===== src/rtl/wrr_pkg.sv =====
// Weighted round-robin pass scheduler: shared types and constants.
// No dependencies; compiled first.
package wrr_pkg;

  localparam int QIDX_BITS       = 3;
  localparam int NUM_WEIGHT_REGS = 4;
  localparam int CFG_INDEX_BITS  = 3;
  localparam int CFG_DATA_BITS   = 8;

  localparam logic [CFG_INDEX_BITS-1:0] REG_AUTO_ADD = 3'd4;

  typedef enum logic {
    OP_ENQUEUE,
    OP_PASS
  } op_t;

  typedef struct packed {
    op_t        op;
    logic       target_ok;
    logic [1:0] qidx;
  } cmd_t;

  typedef struct packed {
    logic       grant_valid;
    logic [1:0] granted_queue;
    logic       enqueue_accepted;
    logic       credits_reloaded;
    logic       all_empty;
    logic       last;
  } result_t;

endpackage


===== src/rtl/wrr_if.sv =====
// Request and result channel interfaces (valid/ready with payload).
// No dependencies.
interface wrr_req_if;
  logic       valid;
  logic       ready;
  logic       func;
  logic [1:0] queue_index;

  modport source(output valid, func, queue_index, input ready);
  modport sink(input valid, func, queue_index, output ready);
endinterface

interface wrr_res_if;
  logic       valid;
  logic       ready;
  logic       grant_valid;
  logic [1:0] granted_queue;
  logic       enqueue_accepted;
  logic       credits_reloaded;
  logic       all_empty;
  logic       last;

  modport source(output valid, grant_valid, granted_queue, enqueue_accepted,
                 credits_reloaded, all_empty, last, input ready);
  modport sink(input valid, grant_valid, granted_queue, enqueue_accepted,
               credits_reloaded, all_empty, last, output ready);
endinterface


===== src/rtl/wrr_front.sv =====
// Front stage: takes requests, classifies them into commands, registers them.
// Depends on wrr_pkg and wrr_req_if.
module wrr_front #(
  parameter int NUM_QUEUES = 4
) (
  input  logic          clk,
  input  logic          rst,
  wrr_req_if.sink       req,
  output logic          push_valid,
  input  logic          push_ready,
  output wrr_pkg::cmd_t push_cmd
);
  import wrr_pkg::*;

  logic stage_valid;
  cmd_t stage_cmd;
  logic take;

  assign req.ready  = !stage_valid || push_ready;
  assign take       = req.valid && req.ready;
  assign push_valid = stage_valid;
  assign push_cmd   = stage_cmd;

  always_ff @(posedge clk) begin
    if (rst) begin
      stage_valid <= 1'b0;
    end else if (take) begin
      stage_valid <= 1'b1;
    end else if (push_ready) begin
      stage_valid <= 1'b0;
    end
  end

  always_ff @(posedge clk) begin
    if (take) begin
      stage_cmd.op        <= req.func ? OP_PASS : OP_ENQUEUE;
      stage_cmd.target_ok <= (32'(req.queue_index) < NUM_QUEUES);
      stage_cmd.qidx      <= req.queue_index;
    end
  end

endmodule


===== src/rtl/wrr_cmd_fifo.sv =====
// Two-entry command queue between front and back.
// Depends on wrr_pkg.
module wrr_cmd_fifo (
  input  logic          clk,
  input  logic          rst,
  input  logic          push_valid,
  output logic          push_ready,
  input  wrr_pkg::cmd_t push_cmd,
  output logic          pop_valid,
  input  logic          pop_ready,
  output wrr_pkg::cmd_t pop_cmd
);
  import wrr_pkg::*;

  cmd_t       entry [2];
  logic       wr_ptr;
  logic       rd_ptr;
  logic [1:0] count;
  logic       do_push;
  logic       do_pop;

  assign push_ready = (count != 2'd2);
  assign pop_valid  = (count != 2'd0);
  assign pop_cmd    = entry[rd_ptr];
  assign do_push    = push_valid && push_ready;
  assign do_pop     = pop_valid && pop_ready;

  always_ff @(posedge clk) begin
    if (rst) begin
      wr_ptr <= 1'b0;
      rd_ptr <= 1'b0;
      count  <= 2'd0;
    end else begin
      if (do_push) wr_ptr <= !wr_ptr;
      if (do_pop) rd_ptr <= !rd_ptr;
      if (do_push && !do_pop) begin
        count <= count + 2'd1;
      end else if (do_pop && !do_push) begin
        count <= count - 2'd1;
      end
    end
  end

  always_ff @(posedge clk) begin
    if (do_push) entry[wr_ptr] <= push_cmd;
  end

endmodule


===== src/rtl/wrr_back.sv =====
// Back end: queue counts, credits, weights; executes commands and emits results.
// Depends on wrr_pkg and wrr_res_if.
module wrr_back #(
  parameter int NUM_QUEUES  = 4,
  parameter int QUEUE_DEPTH = 256,
  parameter int WEIGHT_BITS = 8
) (
  input  logic                               clk,
  input  logic                               rst,
  input  logic                               cfg_we,
  input  logic [wrr_pkg::CFG_INDEX_BITS-1:0] cfg_index,
  input  logic [wrr_pkg::CFG_DATA_BITS-1:0]  cfg_data,
  input  logic                               cmd_valid,
  output logic                               cmd_ready,
  input  wrr_pkg::cmd_t                      cmd,
  wrr_res_if.source                          res
);
  import wrr_pkg::*;

  localparam int CW = $clog2(QUEUE_DEPTH + 1);
  localparam int WR = (NUM_QUEUES < NUM_WEIGHT_REGS) ? NUM_QUEUES : NUM_WEIGHT_REGS;
  localparam logic [CW-1:0] DEPTH_C = CW'(QUEUE_DEPTH);

  logic [WEIGHT_BITS-1:0] weight_reg [WR];
  logic [WEIGHT_BITS-1:0] weight     [NUM_QUEUES];
  logic                   auto_add;

  logic [CW-1:0]          pend       [NUM_QUEUES];
  logic [CW-1:0]          pend_next  [NUM_QUEUES];
  logic [WEIGHT_BITS-1:0] cred       [NUM_QUEUES];
  logic [WEIGHT_BITS-1:0] cred_next  [NUM_QUEUES];

  logic [CW-1:0]          pend_dec   [NUM_QUEUES];
  logic [CW-1:0]          pend_pass  [NUM_QUEUES];
  logic [WEIGHT_BITS-1:0] cred_dec   [NUM_QUEUES];
  logic [WEIGHT_BITS-1:0] cred_pass  [NUM_QUEUES];
  logic [NUM_QUEUES-1:0]  grant;
  logic [NUM_QUEUES-1:0]  hit;
  logic                   any_pend;
  logic                   any_cred;
  logic                   reload;
  logic                   accepted;

  logic                   busy, busy_next;
  logic [NUM_QUEUES-1:0]  mask, mask_next;
  logic                   hold_rel, hold_rel_next;
  logic                   hold_emp, hold_emp_next;
  result_t                out_q, out_next;
  logic                   out_valid, out_valid_next;

  logic                   advance;
  logic                   take;
  logic                   emit_grant;
  logic [NUM_QUEUES-1:0]  src_mask;
  logic [NUM_QUEUES-1:0]  rest;
  logic                   src_rel;
  logic                   src_emp;
  logic [QIDX_BITS-1:0]   idx;

  // configuration
  for (genvar gw = 0; gw < WR; gw++) begin : g_wreg
    always_ff @(posedge clk) begin
      if (rst) begin
        weight_reg[gw] <= WEIGHT_BITS'(1);
      end else if (cfg_we && cfg_index == CFG_INDEX_BITS'(gw)) begin
        weight_reg[gw] <= WEIGHT_BITS'(cfg_data);
      end
    end
  end

  for (genvar gq = 0; gq < NUM_QUEUES; gq++) begin : g_weight
    if (gq < WR) begin : g_cfg
      assign weight[gq] = weight_reg[gq];
    end else begin : g_fixed
      assign weight[gq] = WEIGHT_BITS'(1);
    end
  end

  always_ff @(posedge clk) begin
    if (rst) begin
      auto_add <= 1'b0;
    end else if (cfg_we && cfg_index == REG_AUTO_ADD) begin
      auto_add <= cfg_data[0];
    end
  end

  // per-queue pass and enqueue terms
  always_comb begin
    any_pend = 1'b0;
    any_cred = 1'b0;
    accepted = 1'b0;
    for (int q = 0; q < NUM_QUEUES; q++) begin
      grant[q]    = (pend[q] != '0) && (cred[q] != '0);
      pend_dec[q] = pend[q] - CW'(grant[q]);
      cred_dec[q] = cred[q] - WEIGHT_BITS'(grant[q]);
      if (pend_dec[q] != '0) any_pend = 1'b1;
      if (cred_dec[q] != '0) any_cred = 1'b1;
      hit[q] = cmd.target_ok && ({1'b0, cmd.qidx} == QIDX_BITS'(q));
      if (hit[q] && pend[q] < DEPTH_C) accepted = 1'b1;
    end
    reload = any_pend && !any_cred;
    for (int q = 0; q < NUM_QUEUES; q++) begin
      pend_pass[q] = pend_dec[q] +
                     CW'(auto_add && any_pend && (pend_dec[q] < DEPTH_C));
      cred_pass[q] = reload ? weight[q] : cred_dec[q];
    end
  end

  // lowest pending grant
  always_comb begin
    idx = '0;
    for (int q = NUM_QUEUES - 1; q >= 0; q--) begin
      if (src_mask[q]) idx = QIDX_BITS'(q);
    end
  end
  assign rest = src_mask & (src_mask - NUM_QUEUES'(1));

  assign advance   = !out_valid || res.ready;
  assign cmd_ready = advance && !busy;
  assign take      = cmd_valid && cmd_ready;

  always_comb begin
    pend_next      = pend;
    cred_next      = cred;
    busy_next      = busy;
    mask_next      = mask;
    hold_rel_next  = hold_rel;
    hold_emp_next  = hold_emp;
    out_next       = out_q;
    out_valid_next = out_valid && !res.ready;
    src_mask       = mask;
    src_rel        = hold_rel;
    src_emp        = hold_emp;
    emit_grant     = 1'b0;

    if (busy && advance) begin
      emit_grant = 1'b1;
    end else if (take) begin
      unique case (cmd.op)
        OP_ENQUEUE: begin
          for (int q = 0; q < NUM_QUEUES; q++) begin
            if (hit[q] && pend[q] < DEPTH_C) pend_next[q] = pend[q] + CW'(1);
          end
          out_next = '{grant_valid: 1'b0, granted_queue: 2'd0,
                       enqueue_accepted: accepted, credits_reloaded: 1'b0,
                       all_empty: 1'b0, last: 1'b1};
          out_valid_next = 1'b1;
        end
        OP_PASS: begin
          pend_next = pend_pass;
          cred_next = cred_pass;
          if (grant == '0) begin
            out_next = '{grant_valid: 1'b0, granted_queue: 2'd0,
                         enqueue_accepted: 1'b0, credits_reloaded: reload,
                         all_empty: !any_pend, last: 1'b1};
            out_valid_next = 1'b1;
          end else begin
            src_mask   = grant;
            src_rel    = reload;
            src_emp    = !any_pend;
            emit_grant = 1'b1;
          end
        end
        default: ;
      endcase
    end

    if (emit_grant) begin
      out_next = '{grant_valid: 1'b1, granted_queue: idx[1:0],
                   enqueue_accepted: 1'b0,
                   credits_reloaded: (rest == '0) && src_rel,
                   all_empty: (rest == '0) && src_emp,
                   last: (rest == '0)};
      out_valid_next = 1'b1;
      mask_next      = rest;
      busy_next      = (rest != '0);
      hold_rel_next  = src_rel;
      hold_emp_next  = src_emp;
    end
  end

  always_ff @(posedge clk) begin
    if (rst) begin
      for (int q = 0; q < NUM_QUEUES; q++) begin
        pend[q] <= '0;
        cred[q] <= WEIGHT_BITS'(1);
      end
      busy      <= 1'b0;
      mask      <= '0;
      out_valid <= 1'b0;
    end else begin
      pend      <= pend_next;
      cred      <= cred_next;
      busy      <= busy_next;
      mask      <= mask_next;
      out_valid <= out_valid_next;
    end
  end

  always_ff @(posedge clk) begin
    out_q    <= out_next;
    hold_rel <= hold_rel_next;
    hold_emp <= hold_emp_next;
  end

  assign res.valid            = out_valid;
  assign res.grant_valid      = out_q.grant_valid;
  assign res.granted_queue    = out_q.granted_queue;
  assign res.enqueue_accepted = out_q.enqueue_accepted;
  assign res.credits_reloaded = out_q.credits_reloaded;
  assign res.all_empty        = out_q.all_empty;
  assign res.last             = out_q.last;

endmodule


===== src/rtl/weighted_round_robin_pass.sv =====
// Weighted round-robin pass scheduler, top level.
// Depends on wrr_pkg, wrr_if, wrr_front, wrr_cmd_fifo, wrr_back.
//
//   port     dir   kind           carries
//   req_ch   in    valid/ready    func, queue_index
//   res_ch   out   valid/ready    grant_valid .. last
//   cfg_*    in    write enable   weight_q0..q3, auto_add
//
// Enqueue: one result. Pass: one per granted queue, or one if none is granted;
// one result per cycle while res_ch is ready, set by the single result
// register. Requests flow through a front register and a two-entry queue, so
// up to three requests wait while the back end is busy or stalled. Reset is
// synchronous; counts clear, credits and weights go to one, auto_add to zero.
module weighted_round_robin_pass #(
  parameter int NUM_QUEUES  = 4,
  parameter int QUEUE_DEPTH = 256,
  parameter int WEIGHT_BITS = 8
) (
  input  logic                               clk,
  input  logic                               rst,
  input  logic                               cfg_we,
  input  logic [wrr_pkg::CFG_INDEX_BITS-1:0] cfg_index,
  input  logic [wrr_pkg::CFG_DATA_BITS-1:0]  cfg_data,
  wrr_req_if.sink                            req_ch,
  wrr_res_if.source                          res_ch
);
  import wrr_pkg::*;

  logic push_valid, push_ready;
  logic pop_valid, pop_ready;
  cmd_t push_cmd, pop_cmd;

  wrr_front #(
    .NUM_QUEUES(NUM_QUEUES)
  ) u_front (
    .clk       (clk),
    .rst       (rst),
    .req       (req_ch),
    .push_valid(push_valid),
    .push_ready(push_ready),
    .push_cmd  (push_cmd)
  );

  wrr_cmd_fifo u_fifo (
    .clk       (clk),
    .rst       (rst),
    .push_valid(push_valid),
    .push_ready(push_ready),
    .push_cmd  (push_cmd),
    .pop_valid (pop_valid),
    .pop_ready (pop_ready),
    .pop_cmd   (pop_cmd)
  );

  wrr_back #(
    .NUM_QUEUES (NUM_QUEUES),
    .QUEUE_DEPTH(QUEUE_DEPTH),
    .WEIGHT_BITS(WEIGHT_BITS)
  ) u_back (
    .clk      (clk),
    .rst      (rst),
    .cfg_we   (cfg_we),
    .cfg_index(cfg_index),
    .cfg_data (cfg_data),
    .cmd_valid(pop_valid),
    .cmd_ready(pop_ready),
    .cmd      (pop_cmd),
    .res      (res_ch)
  );

endmodule

===== src/flat_wrapper.sv =====
// flat-port wrapper written by rule: the top's interface ports become plain ports
module weighted_round_robin_pass_flat import wrr_pkg::*;
#(
  parameter int NUM_QUEUES  = 4,
  parameter int QUEUE_DEPTH = 256,
  parameter int WEIGHT_BITS = 8
)
  (clk, rst, cfg_we, cfg_index, cfg_data, req_ch_valid, req_ch_func, req_ch_queue_index, req_ch_ready, res_ch_valid, res_ch_grant_valid, res_ch_granted_queue, res_ch_enqueue_accepted, res_ch_credits_reloaded, res_ch_all_empty, res_ch_last, res_ch_ready);
  wrr_req_if req_ch_i ();
  wrr_res_if res_ch_i ();
  input  logic clk;
  input  logic rst;
  input  logic cfg_we;
  input  logic [wrr_pkg::CFG_INDEX_BITS-1:0] cfg_index;
  input  logic [wrr_pkg::CFG_DATA_BITS-1:0] cfg_data;
  input wire logic [$bits(req_ch_i.valid)-1:0] req_ch_valid;
  input wire logic [$bits(req_ch_i.func)-1:0] req_ch_func;
  input wire logic [$bits(req_ch_i.queue_index)-1:0] req_ch_queue_index;
  output wire logic [$bits(req_ch_i.ready)-1:0] req_ch_ready;
  output wire logic [$bits(res_ch_i.valid)-1:0] res_ch_valid;
  output wire logic [$bits(res_ch_i.grant_valid)-1:0] res_ch_grant_valid;
  output wire logic [$bits(res_ch_i.granted_queue)-1:0] res_ch_granted_queue;
  output wire logic [$bits(res_ch_i.enqueue_accepted)-1:0] res_ch_enqueue_accepted;
  output wire logic [$bits(res_ch_i.credits_reloaded)-1:0] res_ch_credits_reloaded;
  output wire logic [$bits(res_ch_i.all_empty)-1:0] res_ch_all_empty;
  output wire logic [$bits(res_ch_i.last)-1:0] res_ch_last;
  input wire logic [$bits(res_ch_i.ready)-1:0] res_ch_ready;
  assign req_ch_i.valid = req_ch_valid;
  assign req_ch_i.func = req_ch_func;
  assign req_ch_i.queue_index = req_ch_queue_index;
  assign req_ch_ready = req_ch_i.ready;
  assign res_ch_valid = res_ch_i.valid;
  assign res_ch_grant_valid = res_ch_i.grant_valid;
  assign res_ch_granted_queue = res_ch_i.granted_queue;
  assign res_ch_enqueue_accepted = res_ch_i.enqueue_accepted;
  assign res_ch_credits_reloaded = res_ch_i.credits_reloaded;
  assign res_ch_all_empty = res_ch_i.all_empty;
  assign res_ch_last = res_ch_i.last;
  assign res_ch_i.ready = res_ch_ready;
  weighted_round_robin_pass #(.NUM_QUEUES(NUM_QUEUES), .QUEUE_DEPTH(QUEUE_DEPTH), .WEIGHT_BITS(WEIGHT_BITS)) u_core (.clk(clk), .rst(rst), .cfg_we(cfg_we), .cfg_index(cfg_index), .cfg_data(cfg_data), .req_ch(req_ch_i), .res_ch(res_ch_i));
endmodule

===== config.mk =====
export PLATFORM = sky130hd
export DESIGN_NAME = weighted_round_robin_pass_flat
export DESIGN_NICKNAME = d
export VERILOG_FILES = /design/src/rtl/wrr_pkg.sv /design/src/rtl/wrr_if.sv /design/src/rtl/wrr_front.sv /design/src/rtl/wrr_cmd_fifo.sv /design/src/rtl/wrr_back.sv /design/src/rtl/weighted_round_robin_pass.sv /design/src/flat_wrapper.sv
export SDC_FILE = /design/constraint.sdc
export NUM_CORES = 1
export LEC_CHECK = 0
export ABC_AREA = 1
export BUFFER_PORTS_ARGS = -buffer_cell sky130_fd_sc_hd__buf_2
export CORE_UTILIZATION = 40
export CTS_BUF_LIST = sky130_fd_sc_hd__clkbuf_16
export CTS_CLUSTER_SIZE = 10
export DETAILED_ROUTE_END_ITERATION = 7
export GPL_TIMING_DRIVEN = 0
export PLACE_DENSITY = 0.63
export SYNTH_ARGS = -nofsm -noshare
export SYNTH_HDL_FRONTEND = slang
export SYNTH_SLANG_ARGS = --single-unit
export TNS_END_PERCENT = 5

===== constraint.sdc =====
create_clock -name clk -period 4.6 [get_ports clk]
set_clock_uncertainty 0.1 [all_clocks]
set_input_delay 1.38 -clock clk [delete_from_list [all_inputs] [get_ports clk]]
set_output_delay 1.38 -clock clk [all_outputs]
set_load 0.01 [all_outputs]

-- Word level (Yosys, flattened, before mapping)
Memory sizes are Yosys's and may differ from the RTL's. A register that Yosys moved wholly into a read port is not among the register bits.
Index checks and enable logic that the tools add are counted.
- reductions and logical operators: 77
- multiplexer cells: 78
- equal/unequal tests: 15
- add/sub/neg operators: 19
- bitwise gates (word level): 7
- order comparisons: 8
- operators with widths (operator ; count):
    $lt A9 B9 Y1 const B ; 8
    $pmux W36 S2 ; 1
    $reduce_bool A9 Y1 ; 8
    $mux W8 ; 8
    $reduce_bool A8 Y1 ; 8
    $mux W1 ; 49
    $add A9 B1 Y9 ; 4
    $add A9 B1 Y9 const B ; 4
    $mux W9 ; 4
    $sub A9 B1 Y9 ; 4
    $sub A8 B1 Y8 ; 4
    $logic_and A1 B1 Y1 ; 29
    $reduce_and A3 Y1 ; 7
    $mux W6 ; 3
    $mux W4 ; 4
    $pmux W7 S2 ; 1
    $mux W2 ; 6
    $ne A2 B2 Y1 const B ; 6
    $logic_not A1 Y1 ; 10
    $logic_not A4 Y1 ; 2
    $reduce_bool A2 Y1 ; 4
    $mux W7 ; 1
    $eq A3 B2 Y1 const B ; 2
    $and A4 B4 Y4 ; 1
    other kinds (17) ; 26
- memories kept: 2
- bits in writable memories: 38
- register bits: 92
- memory list (name ; words ; bits a word ; rd ports ; clocked after Yosys merged registers in ; wr ports ; RTL line ; text):
    u_core.u_back.weight_reg ; 4 ; 8 ; 4 ; 0 ; 4 ; wrr_back.sv:24 ; logic [WEIGHT_BITS-1:0] weight_reg [WR];
    u_core.u_fifo.entry ; 2 ; 3 ; 1 ; 1 ; 1 ; wrr_cmd_fifo.sv:15 ; cmd_t entry [2];

-- Depth between registers and ports, before layout
Gate-level depths: netlist of run 1.
- word-level depth: 16
- depth in mapped cells: 32
- gate-level depth less buffers: 31

-- By module
From an unflattened synthesis of run 1, not the netlist that was laid out.
- cells, all modules: 1315
- area, all modules: 9461.6 sq um
- modules (own cells, without submodules) (module ; area each (sq um) ; times used ; seq. area each (sq um) ; cells each):
    wrr_back ; 8777.2 ; 1 ; 2692.6 ; 1255
    wrr_cmd_fifo ; 535.5 ; 1 ; 340.3 ; 49
    wrr_front ; 148.9 ; 1 ; 110.1 ; 11

-- Worst setup path after synthesis of run 1
Ideal clock, no wire load.
- path kind: flip-flop to flip-flop
- start point: reg u_core.u_back.pend[28] in the netlist's numbering
- end point: reg u_core.u_back.pend[24] in the netlist's numbering
- data arrival time: 3599 ps
- required time: 4390 ps
- buffers on the path: 1
- slack: 791 ps
- cell stages (with the launch flop): 31
- path through: dfxtp_1 inv_1 ha_1 nand3_1 nor2_1 nor2_1 ha_1 ha_1 inv_1 nand2_1 nand2_2 nor2_2 nand2_1 nor2_2 nand4_2 nor2_4 nand2_4 buf_6 nand2_1 nor2_1 ha_1 ha_1 nand3_1 nor2_1 nand2_1 xor2_1 o21ai_0 nand2_1 o21ai_0 nand2_1 inv_1
- longest elaborated chain between the ends: 12
- ends and longest elaborated chain (what ; RTL line ; text):
    start: declaration ; wrr_back.sv:28 ; logic [CW-1:0] pend [NUM_QUEUES];
    start signal: assignment ; wrr_back.sv:192 ; pend <= pend_next;
    $reduce_bool A9 Y1 ; wrr_back.sv:93 ; grant[q] = (pend[q] != '0) && (cred[q] != '0);
    $logic_and A1 B1 Y1 ; wrr_back.sv:93 ;
    $sub A9 B1 Y9 (*) ; wrr_back.sv:94 ; pend_dec[q] = pend[q] - CW'(grant[q]);
    $reduce_bool A9 Y1 (*) ; wrr_back.sv:96 ; if (pend_dec[q] != '0) any_pend = 1'b1;
    $mux W1 (*) (4 in series) ; wrr_back.sv:96 ;
    $logic_and A1 B1 Y1 (*) (2 in series) ; wrr_back.sv:104 ; CW'(auto_add && any_pend && (pend_dec[q] < DEPTH_C));
    $add A9 B1 Y9 (*) ; wrr_back.sv:103 ; pend_pass[q] = pend_dec[q] +
    $pmux W36 S2 (*) ; wrr_back.sv:139 ; unique case (cmd.op)
Mark *: on every way between the ends. The rest lies on a longest branch, timed or not.
A chain may end at the register's enable or synchronous reset.

-- Worst setup path in the final report of run 1
- start point: reg u_core.u_back.pend[19] in the netlist's numbering
- end point: reg u_core.u_back.pend[24] in the netlist's numbering
- longest elaborated chain between the ends: 11
- elaborated cells on any way between the ends: 18
- ends and longest elaborated chain (what ; RTL line):
    $reduce_bool A9 Y1 ; wrr_back.sv:93
    $logic_and A1 B1 Y1 ; wrr_back.sv:93
    $sub A9 B1 Y9 ; wrr_back.sv:94
    $reduce_bool A9 Y1 ; wrr_back.sv:96
    $mux W1 (3 in series) ; wrr_back.sv:96
    $logic_and A1 B1 Y1 (2 in series) ; wrr_back.sv:104
    $add A9 B1 Y9 ; wrr_back.sv:103
    $pmux W36 S2 ; wrr_back.sv:139
Several ways; a longest one is shown, not always the timed one. The select of a mux whose other input is x is not followed.

==> summary.md, run 1 <==
| Metric | Value |
|---|---|
| Kind of critical path | reg -> reg |
| IO Port Bufs | 26 |
| Area of the multi-input gates | 5435 sq um |
| Skew-Pair Late Insertion Delay | 430 ps |
| Hold Path Class | reg -> reg |
| Initial DRC Count | ~730 |
| Slew at the pin closest to its max-slew limit | between 1000 and 1500 ps |
| Pin count of the biggest net entering global routing | 17 |
| Seq/Total Area, Yosys | 0.3273 |
| Share of cells above drive strength 1 | 0.1861 |
| Post-DP HPWL | approximately 20000 um |
| CTS H-tree lvls | 4 |
| TritonCTS clock tree | yes |
| Drt first pass iters | 5 |
| Placer Congestion | about 0.93 |
| Horiz. Die Dim | roughly 160 um |
| Max-Cap Viols | 0 |
| Top cell by count, worst path | nand2_1 |
| FF-to-FF setup slack | 290 ps |
| CTS sink cnt | between 100 and 150 |
| Cell taking the most area after synthesis | dfxtp_1 |
| Mapped Cells | 1332 |
| Syn. warnings | 0 |
| Max reg flops | 36 |
| Grt ovf | 0 |
| Number of global-route vias before repair | about 8.2k |
| Starting Density | 0.4123 |
| Outcome | completed |
| Worst Path Required | 4820 ps |
| WL/cell | between 15 and 20 um |
| Number of fill cells in the layout | about 2.3k |
| Ys flop type | dfxtp_1 |
| Area growth, synth to finish | 12.90% |
| Initial antenna violation count | 0 |
| Via count | around 8.7k |
| Root buffer cell | clkbuf_16 |
| Clk slew on worst S/H paths | approximately 70 ps |
| Syn Std Cell Area | 9419 sq um |
| Most common cell after layout, fill and taps aside | nand2_1 |
| Die ar. | 24160 sq um |
| Crit end category | flop |
| Slew Limit Fails | 0 |
| Cell variety after synth | between 50 and 60 |
| Relative slew margins | 0.3290 |
| Final #Nets | 1437 |
| Core area | between 20000 and 25000 sq um |
| Via/cell ratio | between 5 and 6 |
| Mapped Avg Cell Area | roughly 7.1 sq um |
| # setup viols final | 0 |
| Crit path max fanout | 10 |
| Slowest stage cell, crit path | dfxtp_1 |
| EDFF count, synth | 48 |
| Crit share post-route | 0.9364 |
| Num rows | 55 |
| DRT Wirelength | around 27000 um |
| Tmin final | 4307 ps |
| Layout Cells excl Fill | ~1.7k |
| #FFs+latches synth | 130 |
| Final hold slack | 352.7 ps |
| Synthesized Nets | around 1.4k |
| Global-route wire length before repair | roughly 43000 um |
| Area fraction of the dominant cell type after synthesis | 0.1743 |
| Critical Path Max Stage Delay | around 420 ps |
| Final hold violations | 0 |
| Placed cells | about 1.7k |
| Residual DRC count | 0 |
| RSZ-0062 raised after global routing | no |
| Final ANT Viol Nets | 0 |
| Sequential cell area | 3085 sq um |
| Num CTS Buffers | 17 |
| TNS Setup | 0 ps |
| Most frequent cells in the layout | nand2_1, inv_1, nor2_1, dfxtp_1, nand3_1 |
| Clock buffer depth | 2 |
| Maximum clock rate | around 230 MHz |
| DIE HEIGHT | about 160 um |
| Startpoint types | flop |
| Num ports | 28 |
| CP arrival | ~4500 ps |
| GRT Total Usage | 0.2285 |
| Synth top area cells | dfxtp_1, edfxtp_1, nand2_1 |
| Share of flip-flops with an asynchronous set or reset | 0 |
| Antenna Cells | 0 |
-- cells in the mapped netlist (all sizes together) (15+ instances only) --
| library cell | instances |
|---|---|
| a21oi | 81 |
| a31oi | 15 |
| buf | 22 |
| clkbuf | 19 |
| dfxtp | 82 |
| edfxtp | 48 |
| ha | 34 |
| inv | 186 |
| nand2 | 327 |
| nand3 | 132 |
| nand4 | 26 |
| nor2 | 202 |
| o21ai | 69 |
| xor2 | 29 |
-- kinds of logic (layout without fill, tap and decap cells) --
| family | Yosys count | count (layout) | synth area share |
|---|---|---|---|
| AOI/OAI and AO/OA | 190 | 190 | 0.1241 |
| DFF | 130 | 130 | 0.3273 |
| adders and majority gates | 34 | 34 | 0.04516 |
| and+or+nand+nor | 713 | 713 | 0.3668 |
| buffers and inverters | 230 | 295 | 0.1033 |
| xor gates and xnor gates | 35 | 35 | 0.03334 |
-- per-stage QoR --
step                      utilization  instance area [sq um]  worst slack, ps
after CTS                      0.4608                  10530            61.26
after global placement         0.4351                   9941           -354.2
final                          0.4654                  10630            292.5
after floorplan                     -                   9419            791.4
after detailed placement       0.4351                   9941           -348.4
after global routing           0.4654                  10630            1.773
-- timing repair --
action,4_1_cts,5_1_grt
hold buffers,0,0
pin swaps,0,5
cloned,0,0
endpoints found under the setup margin,25,24
buffers inserted,0,7
endpoints found under the hold margin,0,0
gates resized for setup,7,17
-- worst max-delay path, delay by kind of cell, from the launching register on --
kind | cells | cell delay (ps)
AOI/OAI and AO/OA | 2 | 170
xor gates and xnor gates | 1 | 150
adders and majority gates | 5 | 1080
buffers and inverters | 4 | 380
DFF | 1 | 420
and+or+nand+nor | 18 | 1890
-- path summary, 6_finish.rpt --
path,startpoint,end,cells after the start
hold reg to reg,u_core.u_fifo.rd_ptr,u_core.u_fifo.rd_ptr,1
hold / removal,u_core.u_fifo.rd_ptr,u_core.u_fifo.rd_ptr,1
setup reg to reg,u_core.u_back.pend[19],u_core.u_back.pend[24],30
setup / recovery,u_core.u_back.pend[19],u_core.u_back.pend[24],30
-- cell type report --
class / instances / area share
inverter: 189 / 0.06671
multi-input combinational: 972 / 0.5111
tap: 313 / 0.03683
buffer: 41 / 0.02483
clock buffer: 17 / 0.04000
clock inverter: 15 / 0.01318
sequential: 130 / 0.2902
timing repair buffer: 33 / 0.01718
-- metal layers --
metal	vias up	share of wire	GRT usage
li1	4435	-	-
met1	3966	0.47	0.3197
met2	284	0.44	0.3611
met3	50	0.059	0.02591
met4	0	0.030	0.08450
met5	-	0	0
Power of run 1 is not shown: default switching activity piles up to over one toggle a cycle in this logic, so the estimate is an artifact.
==> inputs of run 2 (changes only) <==
- CORE_UTILIZATION: 40 -> 41
- PLACE_DENSITY: 0.63 -> 0.64
==> run 2 against run 1 <==
Fmax is 0.56% higher. First-iteration DRC count is 11% lower. Critical path depth is 2 lower. Global-route usage is 0.29 points higher. Final cell count is 1.8% lower. Critical endpoint is now u_core.u_back.pend[6].
==> summary.md, run 2 (synthesized netlist as in run 1, its figures left out) <==
| Metric | Value |
|---|---|
| Final hold slack | 351.5 ps |
| GRT Total Usage | 0.2314 |
| Initial DRC Count | roughly 650 |
| Reg2reg start | u_core.u_back.pend[1] |
| Stages on the worst setup path | 28 |
| Clock buffer depth | 2 |
| Final hold violations | 0 |
| Number of fill cells in the layout | 2324 |
| Residual DRC count | 0 |
| Core area | ~23000 sq um |
| Num rows | 55 |
| Critical Path Max Stage Delay | approximately 380 ps |
| IO Port Bufs | 26 |
| Core Util, Final | 0.4708 |
| Grt ovf | 0 |
| TritonCTS clock tree | yes |
| Max-Cap Viols | 0 |
| Drt first pass iters | 5 |
| Area growth, synth to finish | 12.83% |
| CTS H-tree lvls | 4 |
| Num ports | 28 |
| Slew at the pin closest to its max-slew limit | between 1000 and 1500 ps |
| Worst Hold Path Cells | 2 |
| Horiz. Die Dim | ~150 um |
| Post-DP HPWL | approximately 20000 um |
| WL/cell | about 16 um |
| Top cell by count, worst path | nand2_1 |
| Hold path start | u_core.u_back.res.grant_valid |
| DRT Wirelength | ~27000 um |
| Delay-heaviest family, CP | simple AND/OR/NAND/NOR gates |
| Most common cell after layout, fill and taps aside | nand2_1 |
| Relative slew margins | 0.3188 |
| Root buffer cell | clkbuf_16 |
| Final #Nets | between 1k and 1.5k |
| Pin count of the biggest net entering global routing | 17 |
| Outcome | completed |
| Crit end category | flop |
| Global-route wire length before repair | between 40000 and 50000 um |
| CTS sink cnt | 130 |
| Placement Setup Slack | -411.1 ps |
| Starting Density | 0.4173 |
| Reg2reg path depth | 28 |
| Maximum clock rate | 233.5 MHz |
| Skew-Pair Late Insertion Delay | 430 ps |
| Most frequent cells in the layout | nand2_1, inv_1, nor2_1, dfxtp_1, nand3_1 |
| Hold buffer count at cts | 0 |
| Startpoint types | flop |
| Crit path max fanout | 10 |
| CP arrival | roughly 4600 ps |
| Via count | 8737 |
| Share of cells above drive strength 1 | 0.1858 |
| Slowest stage cell, crit path | dfxtp_1 |
| Initial antenna violation count | 0 |
| Slew Limit Fails | 0 |
| WHS Endpoint | u_core.u_back.res.grant_valid |
| Max reg flops | 36 |
| DIE HEIGHT | 153.6 um |
| Antenna Cells | 0 |
| Worst Setup Slack, final | around 320 ps |
| Hold Path Class | reg -> reg |
| Crit share post-route | 0.9312 |
| Kind of critical path | reg -> reg |
| Number of global-route vias before repair | 8046 |
| Via/cell ratio | about 5.2 |
| Worst Path Required | just under 5000 ps |
| Die ar. | roughly 24000 sq um |
| Tmin final | between 4000 and 5000 ps |
| Num CTS Buffers | 17 |
| FF-to-FF setup slack | 320 ps |
| Final ANT Viol Nets | 0 |
| # setup viols final | 0 |
| Worst R2R End | u_core.u_back.pend[6] |
| Placer Congestion | 0.9305 |
| CP bufs+invs | 4 |
| RSZ-0062 raised after global routing | no |
| Clk slew on worst S/H paths | 70 ps |
-- run 2: changes by cell type in the layout (fill, tap and decap cells not counted), sizes merged --
| cell | change |
|---|---|
| buf | -3 |
| bufinv | +1 |
| clkinv | -1 |
-- run 2: layout make-up --
type	count	area (sq um)	area share
multi-input cells	972	5463	0.5140
flip-flops and latches	130	3087	0.2904
inverters	189	709.4	0.06675
clock buffers	17	425.4	0.04003
well taps	285	356.6	0.03355
plain buffers	41	264.0	0.02484
clock inverters	15	162.7	0.01530
repair buffers	30	160.2	0.01507
-- run 2: timing repair --
action | in CTS | in global routing
resized for setup | 10 | 20
pin swaps | 0 | 3
endpoints found under the setup margin | 28 | 20
buffers inserted | 0 | 4
-- run 2: worst max path at each step --
stage                            from                endpoint
3_5_place_dp   u_core.u_back.pend[19]  u_core.u_back.pend[17]
6_report        u_core.u_back.pend[1]   u_core.u_back.pend[6]
5_1_grt         u_core.u_back.pend[1]  u_core.u_back.pend[24]
2_1_floorplan  u_core.u_back.pend[28]  u_core.u_back.pend[24]
4_1_cts        u_core.u_back.pend[19]  u_core.u_back.pend[24]
3_3_place_gp   u_core.u_back.pend[19]  u_core.u_back.pend[17]
-- run 2: layer usage --
layer	part of all wire	wire length [um]	GRT usage	vias up
met3	0.053	1411	0.03439	35
met1	0.48	12730	0.3187	4015
met5	0	0	0	-
met4	0.021	563	0.08095	0
li1	-	-	-	4433
met2	0.45	12070	0.3686	254
-- run 2: tightest hold or removal path, cell delays in order, from the launching register on --
cell and delay (ps):
dfxtp_1 310, nand2_1 60, nand2_1 50
-- run 2: stage by stage --
stage	setup TNS, ps	std cells	area [sq um]
final	0	1679	10630
after CTS	0	1675	10530
after detailed placement	-4901	1643	9906
after global routing	0	1679	10630
after floorplan	0	1332	9419
after global placement	-4482	1643	9906
Power of run 2 is left out for the same reason.
